<file path="src/rtl/tods_pkg.sv">
// ----------------------------------------------------------------------------
// tods_pkg
// Shared widths, codes and the command record passed from front to back.
// ----------------------------------------------------------------------------
package tods_pkg;

    localparam int TIME_W  = 17;
    localparam int STOP_W  = 18;
    localparam int DELAY_W = 16;
    localparam int ID_W    = 4;
    localparam int MODE_W  = 3;
    localparam int EV_W    = 3;
    localparam int KIND_W  = 2;
    localparam int OP_W    = 2;

    localparam int DATA_IN_W  = 72;
    localparam int DATA_OUT_W = 8;

    localparam int QUEUE_DEPTH = 2;
    localparam int QPTR_W      = 1;

    localparam logic [MODE_W-1:0] MODE_TICK   = 3'd0;
    localparam logic [MODE_W-1:0] MODE_WINDOW = 3'd1;
    localparam logic [MODE_W-1:0] MODE_ONCE   = 3'd2;
    localparam logic [MODE_W-1:0] MODE_REPEAT = 3'd3;
    localparam logic [MODE_W-1:0] MODE_DAILY  = 3'd4;
    localparam logic [MODE_W-1:0] MODE_REMOVE = 3'd5;

    localparam logic [KIND_W-1:0] KIND_WINDOW = 2'd0;
    localparam logic [KIND_W-1:0] KIND_ONCE   = 2'd1;
    localparam logic [KIND_W-1:0] KIND_REPEAT = 2'd2;
    localparam logic [KIND_W-1:0] KIND_FREE   = 2'd3;

    localparam logic [EV_W-1:0] EV_START   = 3'd0;
    localparam logic [EV_W-1:0] EV_STOP    = 3'd1;
    localparam logic [EV_W-1:0] EV_ADDED   = 3'd2;
    localparam logic [EV_W-1:0] EV_FULL    = 3'd3;
    localparam logic [EV_W-1:0] EV_REMOVED = 3'd4;
    localparam logic [EV_W-1:0] EV_DONE    = 3'd5;

    localparam logic [OP_W-1:0] OP_TICK   = 2'd0;
    localparam logic [OP_W-1:0] OP_ADD    = 2'd1;
    localparam logic [OP_W-1:0] OP_REMOVE = 2'd2;
    localparam logic [OP_W-1:0] OP_IGNORE = 2'd3;

    typedef struct packed {
        logic [OP_W-1:0]   op;
        logic [KIND_W-1:0] kind;
        logic [TIME_W-1:0] now;
        logic [TIME_W-1:0] start;
        logic [STOP_W-1:0] stop;
        logic [ID_W-1:0]   id;
    } tods_cmd_t;

endpackage

</file>
<file path="src/rtl/tods_mod.sv">
// ----------------------------------------------------------------------------
// tods_mod
// Remainder by the day length through reciprocal multiplication.
// ----------------------------------------------------------------------------
module tods_mod
    import tods_pkg::*;
#(
    parameter int DAY_SECONDS = 86400
)
(
    input  logic              clk,
    input  logic              rst_n,
    input  logic              start,
    input  logic [STOP_W-1:0] dividend,
    output logic              done,
    output logic [TIME_W-1:0] rem
);

    // (x * RECIP) >> SHIFT gives the exact quotient for every STOP_W-bit x
    localparam int     SHIFT   = STOP_W + $clog2(DAY_SECONDS);
    localparam longint RECIP_L = ((longint'(1) << SHIFT) + longint'(DAY_SECONDS)
                                  - longint'(1)) / longint'(DAY_SECONDS);
    localparam int     PROD_W  = 2 * STOP_W + 1;

    localparam logic [STOP_W:0]   RECIP   = (STOP_W + 1)'(RECIP_L);
    localparam logic [TIME_W-1:0] DIVISOR = TIME_W'(DAY_SECONDS);

    logic              stage1_reg;
    logic              stage2_reg;
    logic              done_reg;
    logic [STOP_W-1:0] num_reg;
    logic [TIME_W-1:0] quot_reg;
    logic [TIME_W-1:0] rem_reg;

    logic [PROD_W-1:0] prod;
    logic [PROD_W-1:0] prod_shr;
    logic [TIME_W-1:0] quot_times_d;
    logic [TIME_W-1:0] rem_full;

    // the remainder is below 2^TIME_W, so the low bits of the difference suffice
    always_comb
    begin
        prod         = PROD_W'(num_reg) * PROD_W'(RECIP);
        prod_shr     = prod >> SHIFT;
        quot_times_d = quot_reg * DIVISOR;
        rem_full     = num_reg[TIME_W-1:0] - quot_times_d;
    end

    assign done = done_reg;
    assign rem  = rem_reg;

    always_ff @(posedge clk or negedge rst_n)
    begin
        if (!rst_n)
        begin
            stage1_reg <= 1'b0;
            stage2_reg <= 1'b0;
            done_reg   <= 1'b0;
        end
        else
        begin
            stage1_reg <= start;
            stage2_reg <= stage1_reg;
            done_reg   <= stage2_reg;
        end
    end

    always_ff @(posedge clk)
    begin
        if (start)
        begin
            num_reg <= dividend;
        end
        if (stage1_reg)
        begin
            quot_reg <= prod_shr[TIME_W-1:0];
        end
        if (stage2_reg)
        begin
            rem_reg <= rem_full;
        end
    end

endmodule

</file>
<file path="src/rtl/tods_front.sv">
// ----------------------------------------------------------------------------
// tods_front
// Accepts items, reduces times to the day and builds commands for the back.
// ----------------------------------------------------------------------------
module tods_front
    import tods_pkg::*;
#(
    parameter int DAY_SECONDS = 86400
)
(
    input  logic               clk,
    input  logic               rst_n,
    input  logic               s_tvalid,
    output logic               s_tready,
    input  logic [MODE_W-1:0]  mode,
    input  logic [TIME_W-1:0]  now_time,
    input  logic [TIME_W-1:0]  start_time,
    input  logic [TIME_W-1:0]  stop_time,
    input  logic [DELAY_W-1:0] delay_seconds,
    input  logic [ID_W-1:0]    task_id,
    output logic               q_push,
    output tods_cmd_t          q_data,
    input  logic               q_full
);

    localparam logic [1:0] S_IDLE = 2'd0;
    localparam logic [1:0] S_MOD1 = 2'd1;
    localparam logic [1:0] S_MOD2 = 2'd2;
    localparam logic [1:0] S_PUSH = 2'd3;

    logic [1:0]         state_reg, state_next;
    logic [MODE_W-1:0]  mode_reg, mode_next;
    logic [TIME_W-1:0]  stop_in_reg, stop_in_next;
    logic [DELAY_W-1:0] dly_reg, dly_next;
    tods_cmd_t          cmd_reg, cmd_next;

    logic               mod_start;
    logic [STOP_W-1:0]  mod_dividend;
    logic               mod_done;
    logic [TIME_W-1:0]  mod_rem;

    tods_mod #(
        .DAY_SECONDS (DAY_SECONDS)
    ) u_mod (
        .clk      (clk),
        .rst_n    (rst_n),
        .start    (mod_start),
        .dividend (mod_dividend),
        .done     (mod_done),
        .rem      (mod_rem)
    );

    assign s_tready = (state_reg == S_IDLE);
    assign q_data   = cmd_reg;

    always_comb
    begin
        state_next   = state_reg;
        mode_next    = mode_reg;
        stop_in_next = stop_in_reg;
        dly_next     = dly_reg;
        cmd_next     = cmd_reg;
        mod_start    = 1'b0;
        mod_dividend = {1'b0, start_time};
        q_push       = 1'b0;

        case (state_reg)
            S_IDLE:
            begin
                if (s_tvalid)
                begin
                    mode_next     = mode;
                    stop_in_next  = stop_time;
                    dly_next      = delay_seconds;
                    cmd_next.now  = now_time;
                    cmd_next.id   = task_id;
                    cmd_next.kind = KIND_WINDOW;
                    case (mode)
                        MODE_TICK:
                        begin
                            cmd_next.op = OP_TICK;
                            state_next  = S_PUSH;
                        end
                        MODE_WINDOW:
                        begin
                            cmd_next.op = OP_ADD;
                            mod_start   = 1'b1;
                            state_next  = S_MOD1;
                        end
                        MODE_ONCE, MODE_REPEAT:
                        begin
                            cmd_next.op   = OP_ADD;
                            cmd_next.kind = (mode == MODE_ONCE) ? KIND_ONCE : KIND_REPEAT;
                            mod_dividend  = {1'b0, now_time} + {2'b00, delay_seconds};
                            mod_start     = 1'b1;
                            state_next    = S_MOD1;
                        end
                        MODE_DAILY:
                        begin
                            cmd_next.op   = OP_ADD;
                            cmd_next.kind = KIND_REPEAT;
                            mod_start     = 1'b1;
                            state_next    = S_MOD1;
                        end
                        MODE_REMOVE:
                        begin
                            cmd_next.op = OP_REMOVE;
                            state_next  = S_PUSH;
                        end
                        default:
                        begin
                            cmd_next.op = OP_IGNORE;
                            state_next  = S_PUSH;
                        end
                    endcase
                end
            end
            S_MOD1:
            begin
                mod_dividend = {1'b0, stop_in_reg};
                if (mod_done)
                begin
                    cmd_next.start = mod_rem;
                    if (mode_reg == MODE_WINDOW)
                    begin
                        mod_start  = 1'b1;
                        state_next = S_MOD2;
                    end
                    else if (mode_reg == MODE_DAILY)
                    begin
                        cmd_next.stop = {1'b0, mod_rem} + STOP_W'(1);
                        state_next    = S_PUSH;
                    end
                    else
                    begin
                        cmd_next.stop = {1'b0, mod_rem} + {2'b00, dly_reg};
                        state_next    = S_PUSH;
                    end
                end
            end
            S_MOD2:
            begin
                if (mod_done)
                begin
                    cmd_next.stop = {1'b0, mod_rem};
                    state_next    = S_PUSH;
                end
            end
            S_PUSH:
            begin
                if (!q_full)
                begin
                    q_push     = 1'b1;
                    state_next = S_IDLE;
                end
            end
            default:
            begin
                state_next = S_IDLE;
            end
        endcase
    end

    always_ff @(posedge clk or negedge rst_n)
    begin
        if (!rst_n)
        begin
            state_reg <= S_IDLE;
        end
        else
        begin
            state_reg <= state_next;
        end
    end

    always_ff @(posedge clk)
    begin
        mode_reg    <= mode_next;
        stop_in_reg <= stop_in_next;
        dly_reg     <= dly_next;
        cmd_reg     <= cmd_next;
    end

endmodule

</file>
<file path="src/rtl/tods_queue.sv">
// ----------------------------------------------------------------------------
// tods_queue
// Short command queue between the front and the back.
// ----------------------------------------------------------------------------
module tods_queue
    import tods_pkg::*;
(
    input  logic      clk,
    input  logic      rst_n,
    input  logic      push,
    input  tods_cmd_t push_data,
    output logic      full,
    input  logic      pop,
    output tods_cmd_t pop_data,
    output logic      empty
);

    tods_cmd_t         slots [QUEUE_DEPTH];
    logic [QPTR_W-1:0] wr_ptr_reg;
    logic [QPTR_W-1:0] rd_ptr_reg;
    logic [QPTR_W:0]   count_reg;
    logic              do_push;
    logic              do_pop;

    assign full     = (count_reg == (QPTR_W + 1)'(QUEUE_DEPTH));
    assign empty    = (count_reg == '0);
    assign do_push  = push && !full;
    assign do_pop   = pop && !empty;
    assign pop_data = slots[rd_ptr_reg];

    always_ff @(posedge clk)
    begin
        if (do_push)
        begin
            slots[wr_ptr_reg] <= push_data;
        end
    end

    always_ff @(posedge clk or negedge rst_n)
    begin
        if (!rst_n)
        begin
            wr_ptr_reg <= '0;
            rd_ptr_reg <= '0;
            count_reg  <= '0;
        end
        else
        begin
            if (do_push)
            begin
                wr_ptr_reg <= wr_ptr_reg + QPTR_W'(1);
            end
            if (do_pop)
            begin
                rd_ptr_reg <= rd_ptr_reg + QPTR_W'(1);
            end
            if (do_push && !do_pop)
            begin
                count_reg <= count_reg + (QPTR_W + 1)'(1);
            end
            else if (do_pop && !do_push)
            begin
                count_reg <= count_reg - (QPTR_W + 1)'(1);
            end
        end
    end

endmodule

</file>
<file path="src/rtl/tods_back.sv">
// ----------------------------------------------------------------------------
// tods_back
// Task table and its walker: ticks, adds, removes and the result register.
// ----------------------------------------------------------------------------
module tods_back
    import tods_pkg::*;
#(
    parameter int MAX_TASKS   = 16,
    parameter int DAY_SECONDS = 86400
)
(
    input  logic            clk,
    input  logic            rst_n,
    input  tods_cmd_t       q_data,
    input  logic            q_empty,
    output logic            q_pop,
    output logic            m_tvalid,
    input  logic            m_tready,
    output logic [EV_W-1:0] event_res,
    output logic [ID_W-1:0] entry_id,
    output logic            last
);

    localparam int AW = (MAX_TASKS > 1) ? $clog2(MAX_TASKS) : 1;
    localparam int UW = $clog2(MAX_TASKS + 1);

    localparam logic [3:0] ST_IDLE      = 4'd0;
    localparam logic [3:0] ST_READ      = 4'd1;
    localparam logic [3:0] ST_TICK_EVAL = 4'd2;
    localparam logic [3:0] ST_MODW      = 4'd3;
    localparam logic [3:0] ST_ADD_EVAL  = 4'd4;
    localparam logic [3:0] ST_APPEND    = 4'd5;
    localparam logic [3:0] ST_REMOVE    = 4'd6;
    localparam logic [3:0] ST_DONE      = 4'd7;

    // table storage
    logic [TIME_W-1:0] mem_start [MAX_TASKS];
    logic [STOP_W-1:0] mem_stop  [MAX_TASKS];
    logic [KIND_W-1:0] mem_kind  [MAX_TASKS];
    logic              mem_run   [MAX_TASKS];

    logic [TIME_W-1:0] rd_start;
    logic [STOP_W-1:0] rd_stop;
    logic [KIND_W-1:0] rd_kind;
    logic              rd_run;
    logic              rd_en;
    logic [AW-1:0]     rd_addr;

    logic              we_start, we_stop, we_kind, we_run;
    logic [AW-1:0]     wr_addr;
    logic [TIME_W-1:0] wr_start;
    logic [STOP_W-1:0] wr_stop;
    logic [KIND_W-1:0] wr_kind;
    logic              wr_run;

    logic [3:0]         state_reg, state_next;
    logic [AW-1:0]      idx_reg, idx_next;
    logic [UW-1:0]      used_reg, used_next;
    tods_cmd_t          cur_reg, cur_next;
    logic [DELAY_W-1:0] span_reg, span_next;

    logic               out_valid_reg;
    logic [EV_W-1:0]    out_ev_reg;
    logic [ID_W-1:0]    out_id_reg;
    logic               out_last_reg;
    logic               out_free;
    logic               emit;
    logic [EV_W-1:0]    emit_ev;
    logic [ID_W-1:0]    emit_id;
    logic               emit_last;

    logic               mod_start;
    logic [STOP_W-1:0]  mod_dividend;
    logic               mod_done;
    logic [TIME_W-1:0]  mod_rem;

    logic [STOP_W-1:0]  s18, n18, diff;
    logic [DELAY_W-1:0] span_cur;
    logic               fwd, rev, do_fire, do_stop, need_emit, resched, more;
    logic [AW-1:0]      idx_plus;

    tods_mod #(
        .DAY_SECONDS (DAY_SECONDS)
    ) u_mod (
        .clk      (clk),
        .rst_n    (rst_n),
        .start    (mod_start),
        .dividend (mod_dividend),
        .done     (mod_done),
        .rem      (mod_rem)
    );

    assign m_tvalid  = out_valid_reg;
    assign event_res = out_ev_reg;
    assign entry_id  = out_id_reg;
    assign last      = out_last_reg;
    assign out_free  = !out_valid_reg || m_tready;

    // decode the entry just read against the tick time
    always_comb
    begin
        s18       = {1'b0, rd_start};
        n18       = {1'b0, cur_reg.now};
        diff      = rd_stop - s18;
        span_cur  = diff[DELAY_W-1:0];
        fwd       = (rd_kind != KIND_FREE) && (s18 < rd_stop);
        rev       = !fwd && (rd_kind == KIND_WINDOW) && (s18 > rd_stop);
        do_fire   = !rd_run && ((fwd && (n18 >= s18) && (n18 < rd_stop)) ||
                                (rev && (n18 > s18) && (n18 > rd_stop)));
        do_stop   = !do_fire && rd_run &&
                    ((fwd && (n18 > s18) && (n18 >= rd_stop)) ||
                     (rev && (n18 < s18) && (n18 > rd_stop)));
        need_emit = do_fire || (do_stop && (rd_kind == KIND_WINDOW));
        resched   = do_fire && (rd_kind == KIND_REPEAT) && (span_cur != DELAY_W'(1));
        more      = (UW'(idx_reg) + UW'(1)) < used_reg;
        idx_plus  = idx_reg + AW'(1);
    end

    always_comb
    begin
        state_next   = state_reg;
        idx_next     = idx_reg;
        used_next    = used_reg;
        cur_next     = cur_reg;
        span_next    = span_reg;
        q_pop        = 1'b0;
        rd_en        = 1'b0;
        rd_addr      = idx_reg;
        we_start     = 1'b0;
        we_stop      = 1'b0;
        we_kind      = 1'b0;
        we_run       = 1'b0;
        wr_addr      = idx_reg;
        wr_start     = cur_reg.start;
        wr_stop      = cur_reg.stop;
        wr_kind      = cur_reg.kind;
        wr_run       = 1'b0;
        emit         = 1'b0;
        emit_ev      = EV_DONE;
        emit_id      = '0;
        emit_last    = 1'b1;
        mod_start    = 1'b0;
        mod_dividend = n18 + {2'b00, span_cur};

        case (state_reg)
            ST_IDLE:
            begin
                if (!q_empty)
                begin
                    q_pop    = 1'b1;
                    cur_next = q_data;
                    idx_next = '0;
                    case (q_data.op)
                        OP_TICK:   state_next = (used_reg == '0) ? ST_DONE : ST_READ;
                        OP_ADD:    state_next = (used_reg == '0) ? ST_APPEND : ST_READ;
                        OP_REMOVE: state_next = ST_REMOVE;
                        default:   state_next = ST_DONE;
                    endcase
                end
            end
            ST_READ:
            begin
                rd_en      = 1'b1;
                state_next = (cur_reg.op == OP_TICK) ? ST_TICK_EVAL : ST_ADD_EVAL;
            end
            ST_TICK_EVAL:
            begin
                // hold while an event waits for the result register
                if (!need_emit || out_free)
                begin
                    if (need_emit)
                    begin
                        emit      = 1'b1;
                        emit_ev   = do_fire ? EV_START : EV_STOP;
                        emit_id   = ID_W'(idx_reg);
                        emit_last = 1'b0;
                    end
                    if (do_fire)
                    begin
                        we_run = 1'b1;
                        wr_run = 1'b1;
                        if (rd_kind == KIND_ONCE)
                        begin
                            we_kind = 1'b1;
                            wr_kind = KIND_FREE;
                        end
                    end
                    if (do_stop)
                    begin
                        we_run = 1'b1;
                        wr_run = 1'b0;
                    end
                    if (resched)
                    begin
                        mod_start  = 1'b1;
                        span_next  = span_cur;
                        state_next = ST_MODW;
                    end
                    else if (more)
                    begin
                        idx_next = idx_plus;
                        rd_en    = 1'b1;
                        rd_addr  = idx_plus;
                    end
                    else
                    begin
                        state_next = ST_DONE;
                    end
                end
            end
            ST_MODW:
            begin
                if (mod_done)
                begin
                    we_start = 1'b1;
                    we_stop  = 1'b1;
                    we_run   = 1'b1;
                    wr_start = mod_rem;
                    wr_stop  = {1'b0, mod_rem} + {2'b00, span_reg};
                    wr_run   = 1'b0;
                    if (more)
                    begin
                        idx_next   = idx_plus;
                        state_next = ST_READ;
                    end
                    else
                    begin
                        state_next = ST_DONE;
                    end
                end
            end
            ST_ADD_EVAL:
            begin
                if (rd_kind == KIND_FREE)
                begin
                    if (out_free)
                    begin
                        we_start   = 1'b1;
                        we_stop    = 1'b1;
                        we_kind    = 1'b1;
                        we_run     = 1'b1;
                        emit       = 1'b1;
                        emit_ev    = EV_ADDED;
                        emit_id    = ID_W'(idx_reg);
                        state_next = ST_IDLE;
                    end
                end
                else if (more)
                begin
                    idx_next = idx_plus;
                    rd_en    = 1'b1;
                    rd_addr  = idx_plus;
                end
                else
                begin
                    state_next = ST_APPEND;
                end
            end
            ST_APPEND:
            begin
                if (out_free)
                begin
                    emit       = 1'b1;
                    state_next = ST_IDLE;
                    if (32'(used_reg) < MAX_TASKS)
                    begin
                        wr_addr   = AW'(used_reg);
                        we_start  = 1'b1;
                        we_stop   = 1'b1;
                        we_kind   = 1'b1;
                        we_run    = 1'b1;
                        used_next = used_reg + UW'(1);
                        emit_ev   = EV_ADDED;
                        emit_id   = ID_W'(used_reg);
                    end
                    else
                    begin
                        emit_ev = EV_FULL;
                    end
                end
            end
            ST_REMOVE:
            begin
                if (out_free)
                begin
                    emit       = 1'b1;
                    state_next = ST_IDLE;
                    if (32'(cur_reg.id) < 32'(used_reg))
                    begin
                        wr_addr = AW'(cur_reg.id);
                        we_kind = 1'b1;
                        wr_kind = KIND_FREE;
                        emit_ev = EV_REMOVED;
                        emit_id = cur_reg.id;
                    end
                end
            end
            ST_DONE:
            begin
                if (out_free)
                begin
                    emit       = 1'b1;
                    state_next = ST_IDLE;
                end
            end
            default:
            begin
                state_next = ST_IDLE;
            end
        endcase
    end

    always_ff @(posedge clk)
    begin
        if (we_start)
        begin
            mem_start[wr_addr] <= wr_start;
        end
        if (we_stop)
        begin
            mem_stop[wr_addr] <= wr_stop;
        end
        if (we_kind)
        begin
            mem_kind[wr_addr] <= wr_kind;
        end
        if (we_run)
        begin
            mem_run[wr_addr] <= wr_run;
        end
        if (rd_en)
        begin
            rd_start <= mem_start[rd_addr];
            rd_stop  <= mem_stop[rd_addr];
            rd_kind  <= mem_kind[rd_addr];
            rd_run   <= mem_run[rd_addr];
        end
    end

    always_ff @(posedge clk or negedge rst_n)
    begin
        if (!rst_n)
        begin
            state_reg     <= ST_IDLE;
            used_reg      <= '0;
            out_valid_reg <= 1'b0;
        end
        else
        begin
            state_reg <= state_next;
            used_reg  <= used_next;
            if (emit)
            begin
                out_valid_reg <= 1'b1;
            end
            else if (m_tready)
            begin
                out_valid_reg <= 1'b0;
            end
        end
    end

    always_ff @(posedge clk)
    begin
        idx_reg  <= idx_next;
        cur_reg  <= cur_next;
        span_reg <= span_next;
        if (emit)
        begin
            out_ev_reg   <= emit_ev;
            out_id_reg   <= emit_id;
            out_last_reg <= emit_last;
        end
    end

    a_used_bound : assert property (@(posedge clk) disable iff (!rst_n)
        32'(used_reg) <= MAX_TASKS)
        else $error("table fill count beyond table size");

    a_mod_only_when_waiting : assert property (@(posedge clk) disable iff (!rst_n)
        mod_done |-> (state_reg == ST_MODW))
        else $error("reschedule remainder arrived outside its wait state");

    a_walk_in_range : assert property (@(posedge clk) disable iff (!rst_n)
        (state_reg == ST_TICK_EVAL) |-> (32'(idx_reg) < 32'(used_reg)))
        else $error("tick walk past the used entries");

    a_added_fills : assert property (@(posedge clk) disable iff (!rst_n)
        (emit && (emit_ev == EV_ADDED)) |=> (used_reg != '0))
        else $error("entry added to an empty table");

endmodule

</file>
<file path="src/rtl/time_of_day_task_scheduler_top.sv">
// ----------------------------------------------------------------------------
// time_of_day_task_scheduler_top
// Time-of-day task table: windows, one-shots and repeating intervals.
// ----------------------------------------------------------------------------
// A tick or remove passes from the front to the queue directly, an add after one pass
// through the remainder unit and a window add after two (one for each time reduced).
// The back walks the used entries on a tick (waiting on the remainder unit for each
// interval that reschedules) and on an add, handles a remove without a walk, and may stall.
// The front takes a new item while the back still works the previous one.
// Reset clears the fill count and control only; table entries are undefined until written.
module time_of_day_task_scheduler_top
    import tods_pkg::*;
#(
    parameter int MAX_TASKS   = 16,
    parameter int DAY_SECONDS = 86400
)
(
    input  logic                  clk,
    input  logic                  rst_n,
    input  logic                  s_tvalid,
    output logic                  s_tready,
    // now_time[16:0], start_time[33:17], stop_time[50:34],
    // delay_seconds[66:51], task_id[70:67], zero pad
    input  logic [DATA_IN_W-1:0]  s_tdata,
    // mode[2:0]
    input  logic [MODE_W-1:0]     s_tuser,
    output logic                  m_tvalid,
    input  logic                  m_tready,
    // entry_id[3:0], zero pad
    output logic [DATA_OUT_W-1:0] m_tdata,
    // event_res[2:0]
    output logic [EV_W-1:0]       m_tuser,
    output logic                  m_tlast
);

    logic      q_push;
    logic      q_full;
    logic      q_pop;
    logic      q_empty;
    tods_cmd_t q_in;
    tods_cmd_t q_out;
    logic [ID_W-1:0] entry_id;

    tods_front #(
        .DAY_SECONDS (DAY_SECONDS)
    ) u_front (
        .clk           (clk),
        .rst_n         (rst_n),
        .s_tvalid      (s_tvalid),
        .s_tready      (s_tready),
        .mode          (s_tuser),
        .now_time      (s_tdata[16:0]),
        .start_time    (s_tdata[33:17]),
        .stop_time     (s_tdata[50:34]),
        .delay_seconds (s_tdata[66:51]),
        .task_id       (s_tdata[70:67]),
        .q_push        (q_push),
        .q_data        (q_in),
        .q_full        (q_full)
    );

    tods_queue u_queue (
        .clk       (clk),
        .rst_n     (rst_n),
        .push      (q_push),
        .push_data (q_in),
        .full      (q_full),
        .pop       (q_pop),
        .pop_data  (q_out),
        .empty     (q_empty)
    );

    tods_back #(
        .MAX_TASKS   (MAX_TASKS),
        .DAY_SECONDS (DAY_SECONDS)
    ) u_back (
        .clk       (clk),
        .rst_n     (rst_n),
        .q_data    (q_out),
        .q_empty   (q_empty),
        .q_pop     (q_pop),
        .m_tvalid  (m_tvalid),
        .m_tready  (m_tready),
        .event_res (m_tuser),
        .entry_id  (entry_id),
        .last      (m_tlast)
    );

    assign m_tdata = {{(DATA_OUT_W - ID_W){1'b0}}, entry_id};

endmodule

</file>
<file path="config.mk">
export PLATFORM = sky130hd
export DESIGN_NAME = time_of_day_task_scheduler_top
export DESIGN_NICKNAME = d
export VERILOG_FILES = /design/src/rtl/tods_pkg.sv /design/src/rtl/tods_mod.sv /design/src/rtl/tods_front.sv /design/src/rtl/tods_queue.sv /design/src/rtl/tods_back.sv /design/src/rtl/time_of_day_task_scheduler_top.sv
export SDC_FILE = /design/constraint.sdc
export NUM_CORES = 2
export LEC_CHECK = 0
export ABC_AREA = 1
export BUFFER_PORTS_ARGS = -buffer_cell sky130_fd_sc_hd__buf_2
export CORE_ASPECT_RATIO = 1.2
export CORE_MARGIN = 4
export CORE_UTILIZATION = 50
export DETAILED_ROUTE_END_ITERATION = 10
export GPL_ROUTABILITY_DRIVEN = 0
export PLACE_DENSITY = 0.66
export SLEW_MARGIN = 20
export SYNTH_ARGS = -nofsm -noshare
export SYNTH_HDL_FRONTEND = slang
export SYNTH_HIERARCHICAL = 1
export SYNTH_SLANG_ARGS = --single-unit
export TNS_END_PERCENT = 1
</file>
<file path="constraint.sdc">
create_clock -name clk -period 14.8 [get_ports clk]
set_clock_uncertainty 0.15 [all_clocks]
set_input_delay 1.48 -clock clk [delete_from_list [all_inputs] [get_ports clk]]
set_output_delay 1.48 -clock clk [all_outputs]
set_load 0.02 [all_outputs]
</file>
==> results.sh <==
export IMPL_ys_seq_elements=1046
export IMPL_path_buf_inv=4
export IMPL_timing_max_slew_rel_slack_pct=24.5
export IMPL_cts_repair_resized=0
export IMPL_post_cts_buffers=0
export IMPL_critical_path_endpoint="u_back/rd_start[5]"
export IMPL_fin_crit_ns=7.34
export IMPL_grt_util_all_layers_pct=23.7
export IMPL_antenna_violations_before_repair=1
export IMPL_clockRootBuffer="sky130_fd_sc_hd__clkbuf_16"
export IMPL_yosys_warnings=6
export IMPL_largest_reg_flops=288
export IMPL_ys_async_sr_fraction_pct=2.10
export IMPL_power_per_cell_area_mw_per_mm2=197
export IMPL_drcViolationCount=0
export IMPL_io_buffer_count=87
export IMPL_crit_path_frequent_cell="sky130_fd_sc_hd__nand3_1"
export IMPL_finalSetupViolCount=0
export IMPL_setup_worst_path_start_class="flip-flop"
export IMPL_route_vias_total=42900
export IMPL_postSynthCellCount=6216
export IMPL_status="complete, no violations"
export IMPL_pin_count=93
export IMPL_path_cells="inv_1 > ha_1 > inv_1 > fa_1 > or2_2 > nor2_1 > nand3_1 > nor3_1 > nand3_1 > nand4_1 > nand2_1 > nand2_1 > nand3_4 > nand3_4 > buf_4 > buf_4 > nand2_1 > nand3_1 > nand3_1 > nand3_1 > nand2_1"
export IMPL_largest_net_degree_at_the_start_of_global_routing=132
export IMPL_slowest_cell_on_the_critical_path="sky130_fd_sc_hd__nand3_4"
export IMPL_endpoint_of_the_lowest_slack_register_to_register_path="u_back/rd_start[5]"
export IMPL_number_of_enable_type_register_cells_in_the_synthesized_netlist=1024
export IMPL_post_cts_hold_buffer_count=0
export IMPL_synth_top_area_cell="sky130_fd_sc_hd__edfxtp_1"
export IMPL_finalHoldViolCount=0
export IMPL_detailed_place_area_mm2=0.0633
export IMPL_post_route_period_util_pct=49.6
export IMPL_final_total_pwr_uw=13100
export IMPL_detailedRoute_firstIterationViolations=3411
export IMPL_n_antenna_cell=0
export IMPL_synth_main_ff_cell="sky130_fd_sc_hd__edfxtp_1"
export IMPL_rr_startpoint="u_back/rd_stop[0]"
export IMPL_cpPeakStageDelay_ns=1.03
export IMPL_cp_data_required_time_ns=15.05
export IMPL_area_growth_synth_to_final_pct=8.93
export IMPL_instances_no_fill=7957
export IMPL_aggregate_global_routing_overflow=0
export IMPL_wl_per_cell_um=19.2
export IMPL_path_clk_slew_ns=0.06
export IMPL_clk_insertion_delay_late_ns=0.70
export IMPL_worst_setup_path_class="flip-flop to flip-flop"
export IMPL_clock_sinks=1046
export IMPL_hold_class="flip-flop to flip-flop"
export IMPL_ir_drop_uv=210
export IMPL_synth_sequential_area_ratio_pct=51.1
export IMPL_critical_path_peak_fanout=81
export IMPL_via_per_inst=5.39
export IMPL_synth_top_area_share_pct=50.2
export IMPL_fin_area_mm2=0.0667
export IMPL_post_synth_main_area_contributors="sky130_fd_sc_hd__edfxtp_1, sky130_fd_sc_hd__ha_1, sky130_fd_sc_hd__inv_1"
export IMPL_total_leakage_power_uw=0.0305
export IMPL_syn_area_mm2=0.0613
export IMPL_dp_hpwl_um=99000
export IMPL_floorplan_initialDensity_pct=50.4
export IMPL_drt_first_pass_iters=7
export IMPL_hold_slack_ns=0.281
export IMPL_fp_dieArea_mm2=0.128
export IMPL_floorplan_core_area_mm2=0.122
export IMPL_die_y_um=391
export IMPL_path_delay_family="simple AND/OR/NAND/NOR gates"
export IMPL_cts_tree="yes"
export IMPL_grt_pass1_vias=42000
export IMPL_clk_path_buf_depth=3
export IMPL_layout_top_registers="u_back/mem_stop: 288 flops, u_back/mem_start: 272 flops, u_queue/slots: 120 flops"
export IMPL_rsz0062_at_grt="no"
export IMPL_avg_synthesized_cell_area_um2=9.85
export IMPL_max_cap_violations=0
export IMPL_final_nets=7008
export IMPL_cts_made_buffers=104
export IMPL_grt_pass1_wl_um=236000
export IMPL_slew_violations=0
export IMPL_drt_wl_total_um=152000
export IMPL_summed_negative_setup_slack_over_all_endpoints_ns=0
export IMPL_ff2ff_setup_slack_ns=7.46
export IMPL_number_of_nets_with_antenna_violations_after_routing=0
export IMPL_critical_path_arrival_ns=7.59
export IMPL_rr_worst_depth=21
export IMPL_achievable_frequency_mhz=136
export IMPL_regMostFlops="u_back/mem_stop"
export IMPL_timing_worst_slew_pin_value_ns=1.13
export IMPL_crit_start="u_back/rd_stop[0]"
export IMPL_htree_levels=3
export IMPL_setup_worst_path_end_class="flip-flop"
export IMPL_dieWidth_um=328
export IMPL_drive_gt1_share_pct=6.37
export IMPL_placement_rows=140
export IMPL_distinct_cell_type_count_of_the_synthesized_netlist=61
export IMPL_crit_cells=21
export IMPL_dp_cells=7770
[cell type report]
type / instances / area [um^2]
clock buffer: 132 / 2780
inverter: 1337 / 5020
tap: 1633 / 2040
fill: 10500 / 54800
multi-input combinational: 3611 / 24100
sequential: 1046 / 31300
clock inverter: 53 / 583
timing repair buffer: 145 / 912
[how the worst min path moves through the flow]
stage / from / endpoint / slack (ns) / cells after the start
after floorplan: u_back/u_mod/stage1_reg / u_back/u_mod/stage2_reg / 0.24 / 0
after global placement: u_front/u_mod/stage1_reg / u_front/u_mod/stage2_reg / 0.25 / 0
after detailed placement: u_back/u_mod/stage1_reg / u_back/u_mod/stage2_reg / 0.26 / 0
after CTS: u_front/u_mod/stage1_reg / u_front/u_mod/stage2_reg / 0.28 / 0
after global routing: u_front/u_mod/stage1_reg / u_front/u_mod/stage2_reg / 0.29 / 0
final: u_front/u_mod/stage1_reg / u_front/u_mod/stage2_reg / 0.28 / 0
[kinds of logic (layout without fill, tap and decap cells)]
| logic type | Yosys count | count (layout) | synth area share (%) |
|---|---|---|---|
| AND/OR/NAND/NOR | 2530 | 2530 | 18.7 |
| buffers and inverters | 1562 | 1667 | 9.94 |
| flip-flops | 1046 | 1046 | 51.1 |
| adder cells (fa/ha/maj) | 684 | 684 | 16.3 |
| AO/OA/AOI/OAI | 329 | 329 | 3.03 |
| XOR/XNOR | 58 | 58 | 0.829 |
| multiplexers | 5 | 5 | 0.0817 |
| other | 2 | 5 | 0.0123 |
[metal layers]
metal	global-route usage (%)	share of wire (%)
met2	40.7	49
met3	2.85	6.3
met4	10.3	4.4
met1	30.3	41
met5	0	0
[placed cells by master (no fill, tap or decap), types with 24 or more instances in the layout]
| cell | n |
|---|---|
| sky130_fd_sc_hd__inv_1 | 1310 |
| sky130_fd_sc_hd__nand2_1 | 1210 |
| sky130_fd_sc_hd__edfxtp_1 | 1024 |
| sky130_fd_sc_hd__nand3_1 | 645 |
| sky130_fd_sc_hd__ha_1 | 497 |
| sky130_fd_sc_hd__nand4_1 | 327 |
| sky130_fd_sc_hd__nor2_1 | 220 |
| sky130_fd_sc_hd__fa_1 | 187 |
| sky130_fd_sc_hd__a21oi_1 | 157 |
| sky130_fd_sc_hd__clkbuf_16 | 106 |
| sky130_fd_sc_hd__buf_2 | 87 |
| sky130_fd_sc_hd__o21ai_0 | 84 |
| sky130_fd_sc_hd__buf_4 | 54 |
| sky130_fd_sc_hd__xor2_1 | 47 |
| sky130_fd_sc_hd__inv_2 | 24 |
| sky130_fd_sc_hd__nor2_4 | 24 |
[synth_stat cells, types with 3 or more instances]
library cell / count
sky130_fd_sc_hd__a211oi_1: 3
sky130_fd_sc_hd__a21o_1: 8
sky130_fd_sc_hd__a21oi_1: 159
sky130_fd_sc_hd__a21oi_2: 4
sky130_fd_sc_hd__a22oi_1: 3
sky130_fd_sc_hd__and2_1: 4
sky130_fd_sc_hd__buf_1: 4
sky130_fd_sc_hd__buf_2: 105
sky130_fd_sc_hd__buf_4: 15
sky130_fd_sc_hd__buf_6: 5
sky130_fd_sc_hd__clkbuf_1: 96
sky130_fd_sc_hd__dfrtp_1: 22
sky130_fd_sc_hd__edfxtp_1: 1024
sky130_fd_sc_hd__fa_1: 187
sky130_fd_sc_hd__ha_1: 497
sky130_fd_sc_hd__inv_1: 1312
sky130_fd_sc_hd__inv_2: 22
sky130_fd_sc_hd__mux2i_1: 5
sky130_fd_sc_hd__nand2_1: 1211
sky130_fd_sc_hd__nand2_2: 12
sky130_fd_sc_hd__nand3_1: 645
sky130_fd_sc_hd__nand3_2: 3
sky130_fd_sc_hd__nand3b_1: 22
sky130_fd_sc_hd__nand4_1: 327
sky130_fd_sc_hd__nor2_1: 241
sky130_fd_sc_hd__nor2_2: 9
sky130_fd_sc_hd__nor2_4: 4
sky130_fd_sc_hd__nor3_1: 21
sky130_fd_sc_hd__nor3_2: 5
sky130_fd_sc_hd__nor4_1: 5
sky130_fd_sc_hd__o211ai_1: 17
sky130_fd_sc_hd__o21a_1: 5
sky130_fd_sc_hd__o21ai_0: 86
sky130_fd_sc_hd__o21ai_1: 11
sky130_fd_sc_hd__o21bai_1: 13
sky130_fd_sc_hd__o22ai_1: 3
sky130_fd_sc_hd__or2_2: 11
sky130_fd_sc_hd__xnor2_1: 11
sky130_fd_sc_hd__xor2_1: 47
[report_power, final]
part	switching [uW]	internal (uW)	total [uW]
registers	205	3930	4130
logic	4310	2080	6390
clock network	1110	1520	2630
[stage by stage]
step	setup WS, ns	util [%]
3_3_place_gp	7.61	52.1
6_report	7.46	54.9
4_1_cts	7.47	54.9
3_5_place_dp	7.53	52.1
2_1_floorplan	9.58	-
5_1_grt	7.08	54.9
(Power assumes the default switching activity.)
